===== config.mk =====
export PLATFORM = sky130hd
export DESIGN_NAME = elevator_collective_controller_top
export DESIGN_NICKNAME = d
export VERILOG_FILES = /design/src/sv/ecc_pkg.sv /design/src/sv/elevator_collective_controller_top.sv /design/src/sv/ecc_scan.sv
export SDC_FILE = /design/constraint.sdc
export NUM_CORES = 1
export LEC_CHECK = 0
export ABC_AREA = 0
export BUFFER_PORTS_ARGS = -buffer_cell sky130_fd_sc_hd__buf_4
export CELL_PAD_IN_SITES_DETAIL_PLACEMENT = 1
export CELL_PAD_IN_SITES_GLOBAL_PLACEMENT = 2
export CORE_UTILIZATION = 38
export DETAILED_ROUTE_END_ITERATION = 7
export HOLD_SLACK_MARGIN = 0.1
export PLACE_DENSITY = 0.81
export SKIP_LAST_GASP = 1
export SYNTH_ARGS = -nofsm -noshare
export SYNTH_HDL_FRONTEND = slang
export SYNTH_HIERARCHICAL = 1
export SYNTH_SLANG_ARGS = --single-unit

===== constraint.sdc =====
create_clock -name clk -period 5.2 [get_ports clk]
set_clock_uncertainty 0.1 [all_clocks]
set_input_delay 0.52 -clock clk [delete_from_list [all_inputs] [get_ports clk]]
set_output_delay 0.52 -clock clk [all_outputs]
set_load 0.05 [all_outputs]

===== src/sv/ecc_pkg.sv =====
`default_nettype none

package ecc_pkg;

	localparam int MAX_FLOORS = 16;
	localparam int FLOOR_W    = 4;
	localparam int MASK_W     = 16;
	localparam int DWELL_W    = 8;
	localparam int IN_W       = 16;
	localparam int OUT_W      = 32;
	localparam int CFG_IDX_W  = 1;
	localparam int CFG_DATA_W = 8;

	localparam logic [FLOOR_W-1:0] LAST_FLOOR = FLOOR_W'(MAX_FLOORS - 1);

	localparam logic [CFG_IDX_W-1:0] REG_DWELL_TICKS = 1'd0;
	localparam logic [CFG_IDX_W-1:0] REG_TOP_FLOOR   = 1'd1;

	typedef enum logic [1:0] {
		ST_IDLE    = 2'd0,
		ST_MOVING  = 2'd1,
		ST_STOPPED = 2'd2
	} ctrl_state_t;

	typedef enum logic [1:0] {
		DIR_IDLE = 2'd0,
		DIR_UP   = 2'd1,
		DIR_DOWN = 2'd2
	} dir_t;

	typedef enum logic [1:0] {
		SQ_WAIT = 2'd0,
		SQ_TICK = 2'd1,
		SQ_SCAN = 2'd2,
		SQ_OUT  = 2'd3
	} seq_state_t;

	typedef struct packed {
		logic done;
		logic above;
		logic below;
	} scan_res_t;

endpackage

`default_nettype wire


===== src/sv/elevator_collective_controller_top.sv =====
`default_nettype none

// Collective elevator controller. Each s_tdata transfer may record a hall
// call and a car call, and with advance set runs one controller tick; every
// input transfer yields exactly one m_tdata transfer with the car state.
// Items are handled one at a time and s_tready is low while one is in work.
// An item without a tick goes from its input transfer straight to output.
// A tick while moving, a dwell countdown or an idle stop at the car's own
// floor finishes without a scan. A tick that must look for requests above and below the
// car (idle, or leaving a stop) runs a floor scan through one shared compare
// unit, one floor per cycle from floor 0 to the highest served floor.
// While m_tready holds back a waiting result, the item stalls in output and
// s_tready stays low. Registers: index 0 dwell_ticks,
// index 1 top_floor (low four bits of cfg_data); write them only while idle.

module elevator_collective_controller_top
	import ecc_pkg::*;
(
	input  wire logic                  clk,
	input  wire logic                  arst_n,
	input  wire logic                  s_tvalid,
	output logic                       s_tready,
	// summon_valid, summon_floor, dest_valid, dest_floor, advance, zero fill
	input  wire logic [IN_W-1:0]       s_tdata,
	output logic                       m_tvalid,
	input  wire logic                  m_tready,
	// car_floor, motor_dir, ctrl_state, pending_mask, request_ignored, zero fill
	output logic [OUT_W-1:0]           m_tdata,
	input  wire logic                  cfg_valid,
	output logic                       cfg_ready,
	input  wire logic [CFG_IDX_W-1:0]  cfg_index,
	input  wire logic [CFG_DATA_W-1:0] cfg_data
);

	logic [DWELL_W-1:0] dwell_ticks_q;
	logic [FLOOR_W-1:0] top_floor_q;

	logic [MASK_W-1:0]  req_q;
	ctrl_state_t        fsm_q;
	logic [DWELL_W-1:0] dwell_q;
	dir_t               last_dir_q;
	dir_t               drive_q;
	logic [FLOOR_W-1:0] floor_q;
	logic               ignored_q;

	seq_state_t         seq_q;
	seq_state_t         seq_d;

	logic               m_tvalid_q;
	logic [OUT_W-1:0]   m_tdata_q;

	logic [FLOOR_W-1:0] lim;
	logic               in_xfer;
	logic               out_free;
	logic               scan_start;
	logic               tick_done;
	scan_res_t          scan_res;

	logic               sv_in;
	logic [FLOOR_W-1:0] sf_in;
	logic               dv_in;
	logic [FLOOR_W-1:0] df_in;
	logic               adv_in;

	logic               up_ok;
	logic               dn_ok;
	logic               stepped;
	logic [FLOOR_W-1:0] step_floor;
	logic               here_step;
	logic               here_now;

	logic               go_up;
	logic               go_dn;

	assign sv_in  = s_tdata[0];
	assign sf_in  = s_tdata[4:1];
	assign dv_in  = s_tdata[5];
	assign df_in  = s_tdata[9:6];
	assign adv_in = s_tdata[10];

	assign lim       = (top_floor_q > LAST_FLOOR) ? LAST_FLOOR : top_floor_q;
	assign in_xfer   = s_tvalid && s_tready;
	assign out_free  = !m_tvalid_q || m_tready;
	assign cfg_ready = 1'b1;

	// motor step and request check at the floor reached
	assign up_ok      = (drive_q == DIR_UP) && (floor_q < lim);
	assign dn_ok      = (drive_q == DIR_DOWN) && (floor_q != '0);
	assign stepped    = up_ok || dn_ok;
	assign step_floor = up_ok ? (floor_q + 1'b1) : (dn_ok ? (floor_q - 1'b1) : floor_q);
	assign here_step  = req_q[step_floor] && (step_floor <= lim);
	assign here_now   = req_q[floor_q] && (floor_q <= lim);

	// direction choice after the scan
	always_comb begin
		go_up = 1'b0;
		go_dn = 1'b0;
		if ((fsm_q == ST_STOPPED) && (last_dir_q == DIR_DOWN)) begin
			go_dn = scan_res.below;
			go_up = !scan_res.below && scan_res.above;
		end else begin
			go_up = scan_res.above;
			go_dn = !scan_res.above && scan_res.below;
		end
	end

	// whether the tick finishes without a scan
	always_comb begin
		case (fsm_q)
			ST_MOVING:  tick_done = 1'b1;
			ST_STOPPED: tick_done = (dwell_q != '0);
			default:    tick_done = here_now;
		endcase
	end

	always_comb begin
		seq_d = seq_q;
		case (seq_q)
			SQ_WAIT: begin
				if (in_xfer) begin
					seq_d = adv_in ? SQ_TICK : SQ_OUT;
				end
			end
			SQ_TICK: begin
				seq_d = tick_done ? SQ_OUT : SQ_SCAN;
			end
			SQ_SCAN: begin
				if (scan_res.done) begin
					seq_d = SQ_OUT;
				end
			end
			SQ_OUT: begin
				if (out_free) begin
					seq_d = SQ_WAIT;
				end
			end
			default: seq_d = SQ_WAIT;
		endcase
	end

	always_comb begin
		s_tready   = (seq_q == SQ_WAIT);
		scan_start = (seq_q == SQ_TICK) && !tick_done;
	end

	always_ff @(posedge clk or negedge arst_n) begin
		if (!arst_n) begin
			seq_q <= SQ_WAIT;
		end else begin
			seq_q <= seq_d;
		end
	end

	always_ff @(posedge clk or negedge arst_n) begin
		if (!arst_n) begin
			dwell_ticks_q <= DWELL_W'(5);
			top_floor_q   <= FLOOR_W'(9);
		end else if (cfg_valid && cfg_ready) begin
			case (cfg_index)
				REG_DWELL_TICKS: dwell_ticks_q <= cfg_data;
				REG_TOP_FLOOR:   top_floor_q   <= cfg_data[FLOOR_W-1:0];
				default:         ;
			endcase
		end
	end

	always_ff @(posedge clk or negedge arst_n) begin
		if (!arst_n) begin
			req_q      <= '0;
			fsm_q      <= ST_IDLE;
			dwell_q    <= '0;
			last_dir_q <= DIR_IDLE;
			drive_q    <= DIR_IDLE;
			floor_q    <= '0;
			ignored_q  <= 1'b0;
		end else begin
			case (seq_q)
				SQ_WAIT: begin
					if (in_xfer) begin
						ignored_q <= (sv_in && (sf_in > lim)) || (dv_in && (df_in > lim));
						req_q     <= req_q
							| ((sv_in && (sf_in <= lim)) ? (MASK_W'(1) << sf_in) : '0)
							| ((dv_in && (df_in <= lim)) ? (MASK_W'(1) << df_in) : '0);
					end
				end
				SQ_TICK: begin
					case (fsm_q)
						ST_MOVING: begin
							floor_q <= step_floor;
							if (!stepped || here_step) begin
								drive_q <= DIR_IDLE;
								fsm_q   <= ST_STOPPED;
								dwell_q <= dwell_ticks_q;
							end
						end
						ST_STOPPED: begin
							if (dwell_q != '0) begin
								dwell_q <= dwell_q - 1'b1;
							end else begin
								req_q[floor_q] <= 1'b0;
							end
						end
						default: begin
							if (here_now) begin
								drive_q <= DIR_IDLE;
								fsm_q   <= ST_STOPPED;
								dwell_q <= dwell_ticks_q;
							end
						end
					endcase
				end
				SQ_SCAN: begin
					if (scan_res.done) begin
						if (go_up) begin
							drive_q    <= DIR_UP;
							last_dir_q <= DIR_UP;
							fsm_q      <= ST_MOVING;
						end else if (go_dn) begin
							drive_q    <= DIR_DOWN;
							last_dir_q <= DIR_DOWN;
							fsm_q      <= ST_MOVING;
						end else begin
							drive_q <= DIR_IDLE;
							fsm_q   <= ST_IDLE;
						end
					end
				end
				default: ;
			endcase
		end
	end

	always_ff @(posedge clk or negedge arst_n) begin
		if (!arst_n) begin
			m_tvalid_q <= 1'b0;
		end else if ((seq_q == SQ_OUT) && out_free) begin
			m_tvalid_q <= 1'b1;
		end else if (m_tready) begin
			m_tvalid_q <= 1'b0;
		end
	end

	always_ff @(posedge clk) begin
		if ((seq_q == SQ_OUT) && out_free) begin
			m_tdata_q <= {7'd0, ignored_q, req_q, fsm_q, drive_q, floor_q};
		end
	end

	assign m_tvalid = m_tvalid_q;
	assign m_tdata  = m_tdata_q;

	ecc_scan u_scan (
		.clk       (clk),
		.arst_n    (arst_n),
		.start     (scan_start),
		.mask      (req_q),
		.floor_num (floor_q),
		.lim       (lim),
		.res       (scan_res)
	);

endmodule

`default_nettype wire


===== src/sv/ecc_scan.sv =====
`default_nettype none

module ecc_scan
	import ecc_pkg::*;
(
	input  wire logic               clk,
	input  wire logic               arst_n,
	input  wire logic               start,
	input  wire logic [MASK_W-1:0]  mask,
	input  wire logic [FLOOR_W-1:0] floor_num,
	input  wire logic [FLOOR_W-1:0] lim,
	output scan_res_t               res
);

	logic [FLOOR_W-1:0] idx_q;
	logic               run_q;
	logic               done_q;
	logic               above_q;
	logic               below_q;
	logic               hit;

	assign hit = mask[idx_q];

	always_ff @(posedge clk or negedge arst_n) begin
		if (!arst_n) begin
			idx_q   <= '0;
			run_q   <= 1'b0;
			done_q  <= 1'b0;
			above_q <= 1'b0;
			below_q <= 1'b0;
		end else begin
			done_q <= 1'b0;
			if (start) begin
				idx_q   <= '0;
				run_q   <= 1'b1;
				above_q <= 1'b0;
				below_q <= 1'b0;
			end else if (run_q) begin
				// one floor per cycle through the shared compare
				if (hit && (idx_q > floor_num)) begin
					above_q <= 1'b1;
				end
				if (hit && (idx_q < floor_num)) begin
					below_q <= 1'b1;
				end
				if (idx_q == lim) begin
					run_q  <= 1'b0;
					done_q <= 1'b1;
				end else begin
					idx_q <= idx_q + 1'b1;
				end
			end
		end
	end

	assign res.done  = done_q;
	assign res.above = above_q;
	assign res.below = below_q;

endmodule

`default_nettype wire

==> results.cfg, run 1 <==
[critical_path]
cp.required_ns = 5.33
worstSetupStartpointType = flip-flop
rrSetupSlack_ns = 0.56
crit_chain = inv_1 -> ha_1 -> a21oi_1 -> and2_4 -> a31oi_1 -> nor3_2 -> inv_1 -> ha_1 -> o21ai_0 -> nand2b_1 -> a21oi_1 -> a41o_1 -> nor2b_1 -> a41o_1 -> o21ai_4 -> o21ai_0 -> a211o_1
crit_arrival_ns = 4.78
ff2ff_path_depth = 17
reg2reg_to = dwell_q[6]
cpMaxStageDelayCell = dfstp_2
cp_max_fo = 22
cp_slowest_stage_delay_ns = 0.55
r2r_start = top_floor_q[3]
crit_type = reg -> reg
cp-end-kind = flip-flop

[clocking]
cts.repair.resized = 0
clock_latency_ns = 0.35
clk_path_buf_depth = 2
cts-htree-levels = 3
clk_pin_slew_worst_paths_ns = 0.06
root_buffer = clkbuf_16
cts_hold_buf = 0
cts.sinks = 83
cts_buffers = 9
post_cts_buffers = 0
cts_tree = built

[die]
io-pin-count = 65
die_area_mm2 = 0.01390
dieHeight_um = 117.9
die_w_um = 117.9
num_rows = 41
initial_core_util_pct = 39.65
core-area_mm2 = 0.01288

[logic_synthesis]
async_reset_ff_share_pct = 69.88
ys_types = 68
synth_ff_type = dfrtp_1
synth_seq_cells = 83
synth_top_cell_area_share_pct = 26.47
netlist_instances = 488
syn_area_mm2 = 0.005105
synth_edf_count = 25
synth.yosys.seq_area_share_pct = 43.24
synth_top_cell_by_area = dfrtp_1
yosys-top-cells-area = dfrtp_1 26%, edfxtp_1 15%, ha_1 8.1%, nand2_1 3.7%, mux2i_1 3.1%
avgSynthCellArea_um2 = 10.46
yosys_warnings = 6

[routing]
avgRoutedWirePerCell_um = 18.53
wl_um = 13250
firstDrtPassIters = 4
antenna_left = 0
drc_errors = 0
vias_per_cell = 5.558
drt_iter0_markers = 160
num_vias = 3974

[grt]
grt_pass1_vias = 4124
grt_pass1_wl_um = 21960
grt_max_degree = 59
antenna_found_initial = 0
grtUsageMet2_pct = 33.86
gr-usage-all-layers_pct = 20.40
grt.busiest_layer = met2
global_route.usage.met1_pct = 26.40
grt_overflow_total = 0
use_met3_pct = 4.603

[timing]
period_minus_slack_ns = 4.644
rsz0062_at_grt = false
tns_ns = 0
max_freq_mhz = 215.3
setup_viol = 0
hold_viol = 0
post-route-period-util_pct = 89.31
maxSlewViolCount = 0
worst_pin_slew_ns = 1.095
max_slew_margin_pct = 27.00

[cells_and_area]
layout_common_cells = 56 x buf_4, 54 x dfrtp_1, 50 x nand2_1
drive_gt1_share_pct = 21.18
layout.nets = 601
antenna_cells = 0
syn_to_final_growth_pct = 15.51
final_common_cell = buf_4

[placed_design]
place_hpwl_um = 9938
port_buffers = 51
gp_congestion = 0.8244

[power_and_ir_drop]
total_power_mw = 3.403
p_int_mw = 1.925
leakagePower_nw = 2.490
clkPwrFrac_pct = 18.1
peakVddDrop_mv = 0.1900
switching_share_pct = 43.44
comb_power_share_pct = 46.0
seqPwrFrac_pct = 35.9
power.net_switching_mw = 1.478
powerDensity_mw_per_mm2 = 577.1

[outcome]
outcome = finished, final reports clean

[hold_path]
min_path_type = in -> async

[job]
cap_violations = 0
stage by stage:
stage          hold slack [ns]  util [%]  instances  area [um2]  setup slack [ns]
6_report                0.1429     45.80        715        5897            0.5558
5_1_grt                 0.2122     45.80        715        5897            0.2557
3_5_place_dp            0.3883     43.59        699        5613            0.6101
4_1_cts                 0.1921     45.80        715        5897            0.5890
3_3_place_gp            0.3810     43.59        699        5613            0.7348
2_1_floorplan           0.1244         -        494        5127             1.331
flip-flops by register name, indices dropped and copies added (netlist names):
register	cells
req_q	16
u_scan/idx_q	4
dwell_q	8
floor_q	4
u_scan/above_q	1
drive_q	2
top_floor_q	4
seq_q	2
u_scan/done_q	1
fsm_q	2
last_dir_q	2
u_scan/below_q	1
u_scan/run_q	1
dwell_ticks_q	8
ignored_q	1
m_tvalid	1
m_tdata	25
worst max-delay path by stage:
stage / startpoint / to / slack (ns) / cells after the start
final: top_floor_q[3] / dwell_q[6] / 0.56 / 17
after global routing: top_floor_q[3] / dwell_q[6] / 0.26 / 17
after CTS: top_floor_q[3] / dwell_q[6] / 0.59 / 17
after detailed placement: top_floor_q[3] / dwell_q[6] / 0.61 / 17
after global placement: top_floor_q[3] / dwell_q[6] / 0.73 / 17
after floorplan: top_floor_q[3] / drive_q[0] / 1.33 / 17
cell families after synthesis:
logic type,share of synthesized area [%]
muxes,9.093
other,0.1471
DFF,43.24
xor gates and xnor gates,1.373
buffers and inverters,5.588
AOI/OAI and AO/OA,16.47
adders and majority gates,8.088
and+or+nand+nor,16.00
per-layer routing:
layer  vias to the layer above  share of wire, %
li1                       1865                 -
met1                      2002                46
met2                        89                49
met3                        18               3.5
met4                         0               1.3
met5                         -                 0
cell type report:
cell class	instances	area [um2]
repair buffers	56	420.4
multi-input cells	352	2635
well taps	172	215.2
clock inverters	4	26.28
fillers	1462	6979
inverters	36	135.1
clock buffers	12	257.7
flip-flops and latches	83	2207
critical path: cells and delay by family, from the launching register on:
kind / cells / cell delay, ns
AOI/OAI and AO/OA: 9 / 2.07
adders and majority gates: 2 / 0.69
buffers and inverters: 2 / 0.27
DFF: 1 / 0.55
and+or+nand+nor: 4 / 0.84
power by group through the flow:
stage                     Sequential (mW)  Combinational, mW  Clock (mW)
after global placement               1.22               1.51           0
final                                1.22               1.56       0.615
after detailed placement             1.23               1.57           0
after floorplan                      1.39               1.00           0
after CTS                            1.22               1.58       0.626
after global routing                 1.26               1.71       0.654
cell usage after synthesis, drive strengths merged, types with 2 or more instances:
cell type   n
a2111oi     2
a211o       3
a21oi      17
a221oi      3
a22o       18
a22oi       3
a31oi       3
a32oi       2
a41o        4
and2        5
and2b       2
and3        6
buf        17
clkbuf      6
conb        2
dfrtp      54
dfstp       4
edfxtp     25
ha         33
inv        36
mux2       17
mux2i      16
mux4        5
nand2      50
nand2b     12
nand3      17
nand3b      4
nand4       3
nor2       19
nor2b      11
nor3        7
nor3b       3
nor4b       5
o21ai      26
o22a        2
o22ai      17
o2bb2ai     2
o31ai       3
or2         3
or3         4
xnor2       7
(Power assumes the default switching activity.)
==> inputs of run 2 (changes only) <==
--- a/config.mk
+++ b/config.mk
@@ -11,6 +11,7 @@
 export CELL_PAD_IN_SITES_GLOBAL_PLACEMENT = 2
 export CORE_UTILIZATION = 38
 export DETAILED_ROUTE_END_ITERATION = 7
+export GPL_TIMING_DRIVEN = 0
 export HOLD_SLACK_MARGIN = 0.1
 export PLACE_DENSITY = 0.81
 export SKIP_LAST_GASP = 1
==> results.cfg, run 2 (same netlist as run 1, synthesis figures left out) <==
[outcome]
outcome = finished, final reports clean

[critical_path]
crit_chain = clkbuf_1 -> inv_1 -> ha_1 -> nor3b_2 -> nor2_2 -> nor2_1 -> a32oi_2 -> ha_1 -> nor2b_1 -> o21ai_0 -> nand2b_1 -> a21oi_1 -> a41o_1 -> nor2b_1 -> a41o_1 -> o21ai_1 -> a21oi_2 -> mux2_1
crit_arrival_ns = 4.90
critPathBufInv = 2
ff2ff_path_depth = 18
critPathTopFamily = compound AO/OA/AOI/OAI gates
crit_cells = 18
cpMaxStageDelayCell = dfrtp_1
cp.required_ns = 5.32
crit_type = reg -> reg
cp_max_fo = 10
worstSetupStartpointType = flip-flop
cp_slowest_stage_delay_ns = 0.49
cp-end-kind = flip-flop

[die]
dieHeight_um = 117.9
io-pin-count = 65
die_w_um = 117.9
num_rows = 41
initial_core_util_pct = 39.65
die_area_mm2 = 0.01390
core-area_mm2 = 0.01288

[timing]
period_minus_slack_ns = 4.774
maxSlewViolCount = 0
hold_viol = 0
worst_pin_slew_ns = 1.113
setup_viol = 0
post-route-period-util_pct = 91.81
tns_ns = 0
rsz0062_at_grt = false
max_slew_margin_pct = 25.82
max_freq_mhz = 209.5
layout_setup_ws_ns = 0.4258

[placed_design]
place_hpwl_um = 10070
dp_slack_ns = 0.4920
gp_congestion = 0.8325
dpl_cell_area_mm2 = 0.005725
port_buffers = 51

[routing]
antenna_left = 0
avgRoutedWirePerCell_um = 18.06
num_vias = 3996
vias_per_cell = 5.452
drc_errors = 0
drt_iter0_markers = 173
firstDrtPassIters = 4
wl_um = 13240

[power_and_ir_drop]
comb_power_share_pct = 47.9
switching_share_pct = 43.48
leakagePower_nw = 2.550
power.net_switching_mw = 1.483
seqPwrFrac_pct = 35.1
p_int_mw = 1.927
powerDensity_mw_per_mm2 = 568.8
peakVddDrop_mv = 0.1664
clkPwrFrac_pct = 17.0

[cells_and_area]
drive_gt1_share_pct = 22.46
syn_to_final_growth_pct = 17.45
fillers = 1439
final_common_cell = buf_4
layout.nets = 619
antenna_cells = 0
largest_reg_flops = 25
layout_common_cells = 63 x buf_4, 54 x dfrtp_1, 50 x nand2_1
stdcell_area_mm2 = 0.005996

[clocking]
clk_path_buf_depth = 2
post_cts_buffers = 0
cts.sinks = 83
clk_pin_slew_worst_paths_ns = 0.06
cts-htree-levels = 3
cts_tree = built
cts_buffers = 9
cts.repair.resized = 0
root_buffer = clkbuf_16
clock_latency_ns = 0.34
cts_hold_buf = 0

[grt]
grt_pass1_vias = 4155
grt_overflow_total = 0
grt_pass1_wl_um = 22010
grt_max_degree = 59
gr-usage-all-layers_pct = 20.41
antenna_found_initial = 0

[hold_path]
min_path_type = in -> async

[job]
cap_violations = 0
## run 2: cell types whose count changed in the layout (fill, tap and decap cells not counted), sizes merged
cell    change
buf        +12
clkbuf      +3
clkinv      +3
## run 2: cell type report
cell class                 count  area, um2  share of cell area, %
timing repair buffer          51      382.9                  6.386
buffer                        23      150.1                  2.504
tap                          172      215.2                  3.589
clock inverter                 7      45.04                 0.7513
clock buffer                   9      225.2                  3.756
sequential                    83       2207                  36.81
inverter                      36      135.1                  2.254
multi-input combinational    352       2635                  43.95
## run 2: path summary, 6_finish.rpt
check	end	from	slack, ns
max	drive_q[0]	floor_q[1]	0.43
min	req_q[7]	arst_n	0.15
max reg2reg	drive_q[0]	floor_q[1]	0.43
min reg2reg	m_tdata[24]	ignored_q	0.39
max in group asynchronous	floor_q[3]	arst_n	4.32
min in group clk	dwell_ticks_q[1]	cfg_data[1]	0.30
## run 2: metrics by stage
step           hold slack (ns)  std cells  power [mW]  util, %
6_report                0.1529        733       3.410    46.57
5_1_grt                 0.2254        733       3.642    46.57
4_1_cts                 0.1911        733       3.442    46.57
3_5_place_dp            0.3808        717       2.849    44.47
3_3_place_gp            0.3789        717       2.783    44.47
2_1_floorplan           0.1244        494       2.393        -
## run 2: worst register-to-register path: cells and delay by family (launching register included)
family / cells / cell delay, ns
DFF: 1 / 0.49
muxes: 1 / 0.35
AOI/OAI and AO/OA: 7 / 1.54
buffers and inverters: 2 / 0.59
adders and majority gates: 2 / 0.68
and+or+nand+nor: 6 / 0.90
## run 2: per-layer routing
metal | global-route usage, % | up-vias | routed length [um]
met5 | 0 | - | 0
li1 | - | 1903 | -
met3 | 3.537 | 12 | 421
met2 | 33.24 | 77 | 6216
met1 | 27.68 | 2004 | 6448
met4 | 5.929 | 0 | 150
## run 2: power groups by stage
stage	sequential (mW)	clock [mW]	combinational (mW)
6_report	1.20	0.580	1.63
3_3_place_gp	1.20	0	1.59
3_5_place_dp	1.21	0	1.64
4_1_cts	1.20	0.597	1.65
2_1_floorplan	1.39	0	1.00
5_1_grt	1.23	0.625	1.79
